`config.mk`:
```
export PLATFORM = sky130hd
export DESIGN_NAME = i2c_master_register_transfer
export DESIGN_NICKNAME = d
export VERILOG_FILES = /design/src/hdl/i2cmrt_pkg.sv /design/src/hdl/i2c_master_register_transfer.sv
export SDC_FILE = /design/constraint.sdc
export NUM_CORES = 2
export LEC_CHECK = 0
export BUFFER_PORTS_ARGS = -buffer_cell sky130_fd_sc_hd__buf_2
export CORE_MARGIN = 2
export CORE_UTILIZATION = 45
export CTS_BUF_LIST = sky130_fd_sc_hd__clkbuf_16
export CTS_CLUSTER_SIZE = 25
export DETAILED_ROUTE_END_ITERATION = 10
export PLACE_DENSITY_LB_ADDON = 0.2
export SLEW_MARGIN = 15
export SYNTH_ARGS = -nofsm -noshare
export SYNTH_HDL_FRONTEND = slang
export SYNTH_SLANG_ARGS = --single-unit
```
`constraint.sdc`:
```
create_clock -name aclk -period 4.2 [get_ports aclk]
set_input_delay 0.84 -clock aclk [delete_from_list [all_inputs] [get_ports aclk]]
set_output_delay 0.84 -clock aclk [all_outputs]
set_load 0.01 [all_outputs]
```
`src/hdl/i2cmrt_pkg.sv`:
```
`timescale 1ns / 1ps

package i2cmrt_pkg;

    // Write buffer geometry
    localparam int BUFFER_DEPTH = 256;
    localparam int PTR_W        = (BUFFER_DEPTH > 1) ? $clog2(BUFFER_DEPTH) : 1;

    localparam logic [3:0] BITS_PER_BYTE = 4'd8;
    localparam logic       RW_READ_BIT   = 1'b1;

    typedef enum logic [1:0] {
        CMD_TICK        = 2'd0,
        CMD_LOAD        = 2'd1,
        CMD_BEGIN_WRITE = 2'd2,
        CMD_BEGIN_READ  = 2'd3
    } cmd_t;

    typedef enum logic [2:0] {
        ST_OK          = 3'd0,
        ST_START_FAIL  = 3'd1,
        ST_ADDR_NACK   = 3'd2,
        ST_REG_NACK    = 3'd3,
        ST_DATA_NACK   = 3'd4
    } status_t;

    // Which byte of the transfer is on the bus
    typedef enum logic [1:0] {
        STG_ADDR_W = 2'd0,
        STG_REG    = 2'd1,
        STG_DATA   = 2'd2,
        STG_ADDR_R = 2'd3
    } stage_t;

    typedef enum logic [22:0] {
        PH_IDLE          = 23'h000001,
        PH_ST_HIGH       = 23'h000002,
        PH_ST_CHK1       = 23'h000004,
        PH_ST_CHK2       = 23'h000008,
        PH_TX_LOW        = 23'h000010,
        PH_TX_DATA       = 23'h000020,
        PH_TX_HIGH       = 23'h000040,
        PH_ACK_LOW       = 23'h000080,
        PH_ACK_REL       = 23'h000100,
        PH_ACK_HIGH      = 23'h000200,
        PH_ACK_SAMPLE    = 23'h000400,
        PH_RS_HIGH       = 23'h000800,
        PH_RS_LOW        = 23'h001000,
        PH_RX_HIGH       = 23'h002000,
        PH_RX_SAMPLE     = 23'h004000,
        PH_M_SDA         = 23'h008000,
        PH_M_HIGH        = 23'h010000,
        PH_M_LOW         = 23'h020000,
        PH_RX_PREP       = 23'h040000,
        PH_STOP_LOW      = 23'h080000,
        PH_STOP_SDA_LOW  = 23'h100000,
        PH_STOP_SCL_HIGH = 23'h200000,
        PH_STOP_SDA_HIGH = 23'h400000
    } phase_t;

endpackage

```
`src/hdl/i2c_master_register_transfer.sv`:
```
`timescale 1ns / 1ps

// I2C master for register reads and writes, stepped one bus phase per tick word.
// Load write bytes first (cmd 1), then issue a begin word (cmd 2 write, cmd 3 read)
// carrying the device address, register and length; each following tick word
// (cmd 0) samples s_sda_in and moves the bus on by one phase, the open-drain
// levels appearing on m_scl_out / m_sda_out. Every accepted word yields exactly
// one result word: line levels, any received byte, completion and status, busy.
// Rate: one word per clock cycle, the result coming in the cycle after acceptance.
// The figure is set by the single result register: s_ready drops only while that
// register holds a word the consumer has not yet taken. The write buffer is a
// 256-entry memory with a registered read port that is prefetched at the read
// pointer, so a data byte is always ready when an acknowledge hands over to it.
// Load and begin words are ignored while a transfer is in progress, and ticks
// while idle leave the bus alone. A NACK sends STOP and reports its cause.
module i2c_master_register_transfer
    import i2cmrt_pkg::*;
(
    input  logic       aclk,
    input  logic       aresetn,

    input  logic       s_valid,
    output logic       s_ready,
    input  logic [1:0] s_cmd,
    input  logic       s_sda_in,
    input  logic [6:0] s_dev_addr,
    input  logic [7:0] s_reg_addr,
    input  logic [7:0] s_length,
    input  logic [7:0] s_data_byte,

    output logic       m_valid,
    input  logic       m_ready,
    output logic       m_scl_out,
    output logic       m_sda_out,
    output logic       m_rx_valid,
    output logic [7:0] m_rx_byte,
    output logic       m_rx_last,
    output logic       m_done_res,
    output logic [2:0] m_status,
    output logic       m_busy_res
);

    // Bus sequencer state
    phase_t           phase_reg,       phase_next;
    stage_t           stage_reg,       stage_next;
    logic [3:0]       bit_count_reg,   bit_count_next;
    logic [7:0]       bytes_left_reg,  bytes_left_next;
    logic [7:0]       shift_reg,       shift_next;
    logic [PTR_W-1:0] load_ptr_reg,    load_ptr_next;
    logic [PTR_W-1:0] read_ptr_reg,    read_ptr_next;
    logic             is_read_reg,     is_read_next;
    logic [6:0]       target_addr_reg, target_addr_next;
    logic [7:0]       target_reg_reg,  target_reg_next;
    status_t          fail_code_reg,   fail_code_next;
    logic             scl_reg,         scl_next;
    logic             sda_reg,         sda_next;

    // Write buffer and its prefetched read word
    logic [7:0]       wbuf_mem [BUFFER_DEPTH];
    logic [7:0]       rd_data_reg;
    logic             buf_we;

    // Result register
    logic             m_valid_reg;
    logic             m_scl_reg, m_sda_reg, m_rx_valid_reg, m_rx_last_reg;
    logic             m_done_reg, m_busy_reg;
    logic [7:0]       m_rx_byte_reg;
    status_t          m_status_reg;

    logic             accept;
    logic             finish;
    logic             rx_valid_c, rx_last_c, done_c;
    logic [7:0]       rx_byte_c;
    status_t          status_c;
    cmd_t             cmd;

    function automatic logic [PTR_W-1:0] ptr_inc(input logic [PTR_W-1:0] p);
        logic [PTR_W-1:0] r;
        if (p == PTR_W'(BUFFER_DEPTH - 1)) begin
            r = '0;
        end else begin
            r = p + 1'b1;
        end
        return r;
    endfunction

    // Take a new word whenever the result register is free or being emptied
    assign s_ready = !m_valid_reg || m_ready;
    assign accept  = s_valid && s_ready;
    assign cmd     = cmd_t'(s_cmd);

    always_comb begin
        phase_next       = phase_reg;
        stage_next       = stage_reg;
        bit_count_next   = bit_count_reg;
        bytes_left_next  = bytes_left_reg;
        shift_next       = shift_reg;
        load_ptr_next    = load_ptr_reg;
        read_ptr_next    = read_ptr_reg;
        is_read_next     = is_read_reg;
        target_addr_next = target_addr_reg;
        target_reg_next  = target_reg_reg;
        fail_code_next   = fail_code_reg;
        scl_next         = scl_reg;
        sda_next         = sda_reg;
        buf_we           = 1'b0;
        finish           = 1'b0;
        rx_valid_c       = 1'b0;
        rx_byte_c        = '0;
        rx_last_c        = 1'b0;
        done_c           = 1'b0;
        status_c         = ST_OK;

        if (accept) begin
            if (phase_reg == PH_IDLE) begin
                // Idle: buffer a write byte or arm a transfer; ticks do nothing
                if (cmd == CMD_LOAD) begin
                    buf_we        = 1'b1;
                    load_ptr_next = ptr_inc(load_ptr_reg);
                end else if (cmd == CMD_BEGIN_WRITE || cmd == CMD_BEGIN_READ) begin
                    target_addr_next = s_dev_addr;
                    target_reg_next  = s_reg_addr;
                    bytes_left_next  = s_length;
                    is_read_next     = (cmd == CMD_BEGIN_READ);
                    read_ptr_next    = '0;
                    fail_code_next   = ST_OK;
                    phase_next       = PH_ST_HIGH;
                end
            end else if (cmd == CMD_TICK) begin
                unique case (phase_reg)
                    PH_ST_HIGH: begin
                        sda_next   = 1'b1;
                        scl_next   = 1'b1;
                        phase_next = PH_ST_CHK1;
                    end
                    PH_ST_CHK1: begin
                        // SDA must be free before we pull it low
                        if (!s_sda_in) begin
                            fail_code_next = ST_START_FAIL;
                            finish         = 1'b1;
                        end else begin
                            sda_next   = 1'b0;
                            phase_next = PH_ST_CHK2;
                        end
                    end
                    PH_ST_CHK2: begin
                        // ...and must follow us low
                        if (s_sda_in) begin
                            fail_code_next = ST_START_FAIL;
                            finish         = 1'b1;
                        end else begin
                            scl_next       = 1'b0;
                            shift_next     = {target_addr_reg, 1'b0};
                            bit_count_next = '0;
                            stage_next     = STG_ADDR_W;
                            phase_next     = PH_TX_DATA;
                        end
                    end
                    PH_TX_LOW: begin
                        scl_next   = 1'b0;
                        phase_next = PH_TX_DATA;
                    end
                    PH_TX_DATA: begin
                        sda_next   = shift_reg[7];
                        shift_next = {shift_reg[6:0], 1'b0};
                        phase_next = PH_TX_HIGH;
                    end
                    PH_TX_HIGH: begin
                        scl_next       = 1'b1;
                        bit_count_next = bit_count_reg + 1'b1;
                        phase_next     = (bit_count_next < BITS_PER_BYTE) ? PH_TX_LOW
                                                                          : PH_ACK_LOW;
                    end
                    PH_ACK_LOW: begin
                        scl_next   = 1'b0;
                        phase_next = PH_ACK_REL;
                    end
                    PH_ACK_REL: begin
                        sda_next   = 1'b1;
                        phase_next = PH_ACK_HIGH;
                    end
                    PH_ACK_HIGH: begin
                        scl_next   = 1'b1;
                        phase_next = PH_ACK_SAMPLE;
                    end
                    PH_ACK_SAMPLE: begin
                        scl_next = 1'b0;
                        if (s_sda_in) begin
                            unique case (stage_reg)
                                STG_REG:  fail_code_next = ST_REG_NACK;
                                STG_DATA: fail_code_next = ST_DATA_NACK;
                                default:  fail_code_next = ST_ADDR_NACK;
                            endcase
                            phase_next = PH_STOP_SDA_LOW;
                        end else begin
                            unique case (stage_reg)
                                STG_ADDR_W: begin
                                    shift_next     = target_reg_reg;
                                    bit_count_next = '0;
                                    stage_next     = STG_REG;
                                    phase_next     = PH_TX_DATA;
                                end
                                STG_REG: begin
                                    if (is_read_reg) begin
                                        phase_next = PH_RS_HIGH;
                                    end else if (bytes_left_reg != '0) begin
                                        shift_next     = rd_data_reg;
                                        read_ptr_next  = ptr_inc(read_ptr_reg);
                                        bit_count_next = '0;
                                        stage_next     = STG_DATA;
                                        phase_next     = PH_TX_DATA;
                                    end else begin
                                        phase_next = PH_STOP_SDA_LOW;
                                    end
                                end
                                STG_DATA: begin
                                    if (bytes_left_reg != '0) begin
                                        bytes_left_next = bytes_left_reg - 1'b1;
                                    end
                                    if (bytes_left_next != '0) begin
                                        shift_next     = rd_data_reg;
                                        read_ptr_next  = ptr_inc(read_ptr_reg);
                                        bit_count_next = '0;
                                        stage_next     = STG_DATA;
                                        phase_next     = PH_TX_DATA;
                                    end else begin
                                        phase_next = PH_STOP_SDA_LOW;
                                    end
                                end
                                STG_ADDR_R: begin
                                    if (bytes_left_reg != '0) begin
                                        sda_next       = 1'b1;
                                        bit_count_next = '0;
                                        shift_next     = '0;
                                        phase_next     = PH_RX_HIGH;
                                    end else begin
                                        phase_next = PH_STOP_SDA_LOW;
                                    end
                                end
                            endcase
                        end
                    end
                    PH_RS_HIGH: begin
                        sda_next   = 1'b1;
                        scl_next   = 1'b1;
                        phase_next = PH_RS_LOW;
                    end
                    PH_RS_LOW: begin
                        sda_next       = 1'b0;
                        shift_next     = {target_addr_reg, RW_READ_BIT};
                        bit_count_next = '0;
                        stage_next     = STG_ADDR_R;
                        phase_next     = PH_TX_LOW;
                    end
                    PH_RX_HIGH: begin
                        scl_next       = 1'b1;
                        bit_count_next = bit_count_reg + 1'b1;
                        phase_next     = PH_RX_SAMPLE;
                    end
                    PH_RX_SAMPLE: begin
                        shift_next = {shift_reg[6:0], s_sda_in};
                        scl_next   = 1'b0;
                        if (bit_count_reg < BITS_PER_BYTE) begin
                            phase_next = PH_RX_HIGH;
                        end else begin
                            rx_valid_c = 1'b1;
                            rx_byte_c  = shift_next;
                            rx_last_c  = (bytes_left_reg == 8'd1);
                            phase_next = PH_M_SDA;
                        end
                    end
                    PH_M_SDA: begin
                        // NACK the final byte, ACK the rest
                        sda_next   = (bytes_left_reg <= 8'd1);
                        phase_next = PH_M_HIGH;
                    end
                    PH_M_HIGH: begin
                        scl_next   = 1'b1;
                        phase_next = PH_M_LOW;
                    end
                    PH_M_LOW: begin
                        scl_next = 1'b0;
                        if (bytes_left_reg != '0) begin
                            bytes_left_next = bytes_left_reg - 1'b1;
                        end
                        phase_next = (bytes_left_next != '0) ? PH_RX_PREP : PH_STOP_LOW;
                    end
                    PH_RX_PREP: begin
                        sda_next       = 1'b1;
                        scl_next       = 1'b0;
                        bit_count_next = '0;
                        shift_next     = '0;
                        phase_next     = PH_RX_HIGH;
                    end
                    PH_STOP_LOW: begin
                        scl_next   = 1'b0;
                        phase_next = PH_STOP_SDA_LOW;
                    end
                    PH_STOP_SDA_LOW: begin
                        sda_next   = 1'b0;
                        phase_next = PH_STOP_SCL_HIGH;
                    end
                    PH_STOP_SCL_HIGH: begin
                        scl_next   = 1'b1;
                        phase_next = PH_STOP_SDA_HIGH;
                    end
                    PH_STOP_SDA_HIGH: begin
                        sda_next = 1'b1;
                        finish   = 1'b1;
                    end
                    default: begin
                        phase_next = PH_IDLE;
                    end
                endcase

                // Close the transfer: report, and drop the loaded bytes after a write
                if (finish) begin
                    done_c     = 1'b1;
                    status_c   = fail_code_next;
                    phase_next = PH_IDLE;
                    if (!is_read_reg) begin
                        load_ptr_next = '0;
                    end
                end
            end
        end
    end

    always_ff @(posedge aclk) begin
        if (!aresetn) begin
            phase_reg       <= PH_IDLE;
            stage_reg       <= STG_ADDR_W;
            bit_count_reg   <= '0;
            bytes_left_reg  <= '0;
            shift_reg       <= '0;
            load_ptr_reg    <= '0;
            read_ptr_reg    <= '0;
            is_read_reg     <= 1'b0;
            target_addr_reg <= '0;
            target_reg_reg  <= '0;
            fail_code_reg   <= ST_OK;
            scl_reg         <= 1'b1;
            sda_reg         <= 1'b1;
        end else begin
            phase_reg       <= phase_next;
            stage_reg       <= stage_next;
            bit_count_reg   <= bit_count_next;
            bytes_left_reg  <= bytes_left_next;
            shift_reg       <= shift_next;
            load_ptr_reg    <= load_ptr_next;
            read_ptr_reg    <= read_ptr_next;
            is_read_reg     <= is_read_next;
            target_addr_reg <= target_addr_next;
            target_reg_reg  <= target_reg_next;
            fail_code_reg   <= fail_code_next;
            scl_reg         <= scl_next;
            sda_reg         <= sda_next;
        end
    end

    // Write buffer: write on load, keep the word at the read pointer prefetched.
    // A pointer move is followed by many ticks before the byte is needed.
    always_ff @(posedge aclk) begin
        if (buf_we) begin
            wbuf_mem[load_ptr_reg] <= s_data_byte;
        end
        rd_data_reg <= wbuf_mem[read_ptr_reg];
    end

    // Result register: hold the word until the consumer takes it
    always_ff @(posedge aclk) begin
        if (!aresetn) begin
            m_valid_reg <= 1'b0;
        end else if (accept) begin
            m_valid_reg <= 1'b1;
        end else if (m_ready) begin
            m_valid_reg <= 1'b0;
        end
    end

    always_ff @(posedge aclk) begin
        if (accept) begin
            m_scl_reg      <= scl_next;
            m_sda_reg      <= sda_next;
            m_rx_valid_reg <= rx_valid_c;
            m_rx_byte_reg  <= rx_byte_c;
            m_rx_last_reg  <= rx_last_c;
            m_done_reg     <= done_c;
            m_status_reg   <= status_c;
            m_busy_reg     <= (phase_next != PH_IDLE);
        end
    end

    assign m_valid    = m_valid_reg;
    assign m_scl_out  = m_scl_reg;
    assign m_sda_out  = m_sda_reg;
    assign m_rx_valid = m_rx_valid_reg;
    assign m_rx_byte  = m_rx_byte_reg;
    assign m_rx_last  = m_rx_last_reg;
    assign m_done_res = m_done_reg;
    assign m_status   = m_status_reg;
    assign m_busy_res = m_busy_reg;

    // A finished transfer never reports busy
    a_done_not_busy: assert property (@(posedge aclk) disable iff (!aresetn)
        (m_valid_reg && m_done_reg) |-> !m_busy_reg)
        else $error("done reported while still busy");

    // A failure code only accompanies completion
    a_status_with_done: assert property (@(posedge aclk) disable iff (!aresetn)
        (m_valid_reg && (m_status_reg != ST_OK)) |-> m_done_reg)
        else $error("status set without done");

    // A received byte is always followed by its acknowledge phases
    a_rx_busy: assert property (@(posedge aclk) disable iff (!aresetn)
        (m_valid_reg && m_rx_valid_reg) |-> (m_busy_reg && !m_done_reg))
        else $error("received byte outside a transfer");

    // SDA only changes for a data bit while SCL is held low
    a_scl_low_for_data: assert property (@(posedge aclk) disable iff (!aresetn)
        (phase_reg == PH_TX_DATA) |-> !scl_reg)
        else $error("data bit placed while SCL high");

endmodule

```
# Yosys cells after proc, flatten, opt, wreduce, memory -nomap -nowiden
# Memory sizes are Yosys's and may differ from the RTL's. A register that Yosys moved wholly into a read port is not among the register bits.
# Cells that the tools add are included.
word_totals:
  mem_bits_rw: 2048
  n_memories: 1
  in_bits: 38
  elab_cells: 233
  reg_bits: 100
  output_inout_bits: 19
mem_list:
  columns: ["name", "words", "word_bits", "read_ports", "rd_ports_with_merged_regs", "write_ports", "line", "rtl"]
  rows:
  - ["wbuf_mem", 256, 8, 1, 1, 1, "i2c_master_register_transfer.sv:59", "logic [7:0] wbuf_mem [BUFFER_DEPTH];"]
classes:
  reduce_logical: 36
  n_bitwise: 5
  magnitude_cmp: 3
  addsub: 4
  n_eq_ne: 50
  mux: 112
ops:
  columns: ["op", "n"]
  rows:
  - ["case mux 23 bit (22 select lines)", 1]
  - ["two-way mux 8 bit", 40]
  - ["two-way mux 23 bit", 9]
  - ["case mux 23 bit (4 select lines)", 1]
  - ["two-way mux 21 bit", 4]
  - ["case mux 8 bit (6 select lines)", 1]
  - ["case mux 4 bit (4 select lines)", 2]
  - ["case mux 8 bit (2 select lines)", 2]
  - ["case mux 8 bit (4 select lines)", 1]
  - ["AND reduction 10 bit", 3]
  - ["two-way mux 1 bit", 25]
  - ["inequality test 3 bit, second input constant", 8]
  - ["nonzero test 8 bit", 3]
  - ["== test 23 x 1 -> 1 bit, second input constant", 1]
  - ["== test 23 x 10 -> 1 bit, second input constant", 1]
  - ["== test 23 x 11 -> 1 bit, second input constant", 1]
  - ["== test 23 x 12 -> 1 bit, second input constant", 1]
  - ["== test 23 x 13 -> 1 bit, second input constant", 1]
  - ["== test 23 x 14 -> 1 bit, second input constant", 1]
  - ["== test 23 x 15 -> 1 bit, second input constant", 1]
  - ["== test 23 x 16 -> 1 bit, second input constant", 1]
  - ["== test 23 x 17 -> 1 bit, second input constant", 1]
  - ["== test 23 x 18 -> 1 bit, second input constant", 1]
  - ["== test 23 x 19 -> 1 bit, second input constant", 1]
  - ["other kinds (54)", 99]

# Depth between registers and ports, before layout
depth:
  depth_word: 18
  ltp_mapped: 10
  depth_no_buf: 9

# Worst setup path after synthesis
# OpenSTA, ideal clock, no wires.
synth_path:
  path_type: "in2reg"
  from: "input port m_ready"
  to: "memory wbuf_mem[109][0] (enable)"
  n_path_buf: 2
  t_arrival_ps: 3070
  setup_slack_ps: 844
  required_time_ps: 3915
  stages: 9
  path_cell_list: "nand2b_1 -> nand2_1 -> clkinv_1 -> and4_1 -> buf_2 -> and2_1 -> nand3_1 -> clkbuf_1 -> nor2_1"
synth_between:
  elab_chain_len: 5
synth_lines:
  columns: ["item", "line", "rtl"]
  rows:
  - ["from (decl)", "i2c_master_register_transfer.sv:32", "input logic m_ready,"]
  - ["logical OR 1 bit", "i2c_master_register_transfer.sv:88", "assign s_ready = !m_valid_reg || m_ready;"]
  - ["logical AND 1 bit", "i2c_master_register_transfer.sv:89", "assign accept = s_valid && s_ready;"]
  - ["named net accept", "i2c_master_register_transfer.sv:70", "logic accept;"]
  - ["two-way mux 1 bit", "i2c_master_register_transfer.sv:114", "if (accept) begin"]
  - ["two-way mux 1 bit", "i2c_master_register_transfer.sv:364", "if (buf_we) begin"]
  - ["two-way mux 1 bit (implied by the code)", "i2c_master_register_transfer.sv:365", "wbuf_mem[load_ptr_reg] <= s_data_byte;"]
  - ["to (decl)", "i2c_master_register_transfer.sv:59", null]
# The timed path passes the listed nets, and every way through them passes these cells.

==> results.ini <==
[run_status]
status = complete, no violations

[logic_synthesis]
synth-seq-cells = 2156
synth_cell_types = 79
yosysSeqAreaShare_pct = 75.6
synth_edf_count = 2065
netlist.area_leader.share_pct = 73.5
synthMuxAreaShare_pct = 13.8
synth_area_mm2 = 0.0844
async_flop_share_pct = 0
synth_area_per_cell_um2 = 19.5
synth_fp_nets = 4391
synthAdderAreaFrac_pct = 0.208
synthTopCellsByArea = edfxtp_1, mux4_2, a22oi_1
synthFlopType = edfxtp_1
synth_xor_area_share_pct = 0.104
synthCells = 4339
synth_top_family_by_area = multiplexers
synth-simple-area-share_pct = 4.19
yosys_warnings = 0
yosys.area.top_type = edfxtp_1
synth_compound_area_share_pct = 4.74

[min_path]
hp-start = s_valid
holdCritPathClass = in2reg

[finish]
syn_to_final_growth_pct = 15.4
nets = 4811
finalInstanceArea_mm2 = 0.0974
largest_reg_flops = 2048
fillCellCount = 14700
drive_above_1_share_pct = 27.3
final_cells = 7421

[pwr]
p_per_area_mw_per_mm2 = 445
ir_worst_vdd_uv = 339
p_total_mw = 43.3
p_leak_nw = 30.4

[clock_network]
cts-root-buf = clkbuf_16
cts_tree = yes
clockBufferDepth = 3
h-tree-depth = 4
cts_setup_buffers = 0
numClockSinks = 2156
post_cts_hold_buffer_count = 0
clkSlewWorstSetupHoldPaths_ns = 0.06
numCtsBuffers = 217
clkLatencyLatePin_ns = 0.86

[floorplanning]
placementRows = 158
die_y_um = 437
start_util_pct = 45.4
ios = 57
dieArea_mm2 = 0.191
core_area_mm2 = 0.186
die_w_um = 437

[drt]
routedWlPerCell_um = 29.9
wirelength_mm = 222
dr.pass1.iters = 6
drc = 0
num_vias = 44800
vias_per_cell = 6.04
ant_nets = 0
drt_iter0_markers = 5433

[placement]
place_inst = 7020
placed_cell_area_mm2 = 0.0906
port_buffers = 56
place_congestion = 0.926
place_ws_ns = -0.176
dp_hpwl_mm = 138

[sta]
fin_crit_sh_pct = 96.1
finalSetupViolations = 0
hold_viol = 0
max_freq_ghz = 0.248
slew_violations = 0
finalClockSkew_ns = 0.0255
max-slew-margin-rel_pct = 16.5
rsz0062_at_grt = no
setup_ws_ns = 0.165
worst_pin_slew_ns = 1.25
period_minus_slack_ns = 4.04

[grt]
grt_pass1_vias = 45100
grt_first_pass_wirelength_mm = 323
antenna_found_initial = 4
grtUsageTotal_pct = 23.2
grt.overflow.total = 0
busiest_layer = met2
grt_use_met3_pct = 3.91
grt_max_degree = 152
grtUsageMet2_pct = 36.8
grtUsageMet1_pct = 33.3

[worst_setup_path]
crit_arrival_ns = 4.76
crit_path_start = read_ptr_reg[0]$_SDFFE_PN0P_
path_cells = buf_12, buf_4, buf_4, mux4_2, a22oi_1, a21oi_1, nor4_1, o22ai_1, or2_2
worstPathRequired_ns = 4.92
crit_fanout = 29
crit_slowest_cell = nor4_1
r2r_start = read_ptr_reg[0]$_SDFFE_PN0P_
end_kind = register
crit_buf_inv = 3
crit_path_start_kind = register
critPathKind = reg2reg
max_stage_delay_ns = 0.74
critPathMostFrequentCell = buf_4
path_delay_family = simple AND/OR/NAND/NOR gates

[job]
cap_violations = 0

==> cell families (layout without fill, tap and decap cells) <==
family	after synthesis	count (layout)
and+or+nand+nor	727	727
DFF	2156	2156
AOI/OAI and AO/OA	613	613
buffers and inverters	298	899
adders and majority gates	14	14
xor gates and xnor gates	10	10
other	0	1
muxes	521	521
==> routing by layer <==
metal	routed length (um)	up-vias	part of all wire, %
met5	47	-	0.021
met4	6060	6	2.7
met3	16600	329	7.5
met2	106000	1916	48
met1	92700	23800	42
li1	-	18800	-
==> metrics by stage <==
| stage | hold WS, ns | TNS (ns) | util (%) |
|---|---|---|---|
| 6_report | 0.239 | 0 | 52.4 |
| 3_3_place_gp | 0.443 | -0.185 | 48.7 |
| 4_1_cts | 0.182 | 0 | 52.4 |
| 2_1_floorplan | 0.432 | 0 | - |
| 3_5_place_dp | 0.451 | -0.224 | 48.7 |
| 5_1_grt | 0.200 | 0 | 52.4 |
==> synth_stat cells (8+ instances only) <==
library cell and instances:
edfxtp_1 2065, mux4_2 512, nor2_1 317, a22oi_1 270, a21oi_1 196, clkbuf_1 189
nand2_1 133, dfxtp_1 91, buf_1 73, nor4_1 49, o21ai_0 46, nand3_1 33
nor3_1 32, nand4_1 24, inv_1 21, o22ai_1 17, nor2b_1 16, o211ai_1 16
or2_2 16, and2_1 15, ha_1 14, nand2b_1 13, or3_1 13, buf_2 12
o31ai_1 11, or4_1 11, and3_1 10, mux2i_1 8, o21ai_1 8
==> path summary, 6_finish.rpt <==
path                            cells past startpoint  slack, ns                             end
worst max-delay path                                9       0.16          rd_data_reg[2]$_DFF_P_
worst min-delay path                                3       0.24            m_valid$_SDFFE_PN0P_
worst max register to register                      9       0.16          rd_data_reg[2]$_DFF_P_
worst min register to register                      2       0.45  target_reg_reg[7]$_SDFFE_PN0P_
==> worst min-delay path: cells and delay by family <==
kind | cells | cell delay, ns
buf+inv | 2 | 0.15
compound gates | 1 | 0.05
==> cell usage in the layout (no fill, tap or decap), types with 24 or more instances in the layout <==
cell,netlist,layout
buf_12,0,42
nor3_1,32,32
buf_2,12,48
nand2_1,133,122
o21ai_0,46,46
nand4_1,24,24
edfxtp_1,2065,2065
a21oi_1,196,196
buf_4,0,379
mux4_2,512,512
inv_1,21,71
a22oi_1,270,270
clkbuf_16,0,220
nor2_1,317,316
clkinv_1,1,59
dfxtp_1,91,89
nor4_1,49,45
clkinv_2,0,35
nand3_1,33,27
==> final cells by class <==
type / count / area, um^2 / area share [%]
well taps: 2480 / 3100 / 3.19
clock inverters: 180 / 1270 / 1.31
multi-input cells: 1885 / 19500 / 20.1
flip-flops and latches: 2156 / 63800 / 65.6
clock buffers: 220 / 5510 / 5.65
diodes: 1 / 2.50 / 0.00257
repair buffers: 477 / 4050 / 4.15
inverters: 22 / 82.6 / 0.0848
==> where the power goes <==
group,leakage [nW],switching [mW],internal (mW)
sequential,19.3,0.0398,23.6
combinational,7.56,0.820,0.443
clock,3.51,8.13,10.3
total,30.4,8.99,34.3
==> repair_timing <==
action | in CTS | in global routing
resized for setup | 2 | 0
endpoints found under the setup margin | 2 | 0
endpoints found under the hold margin | 0 | 0
Note: power is estimated with default switching activity, not from simulation.
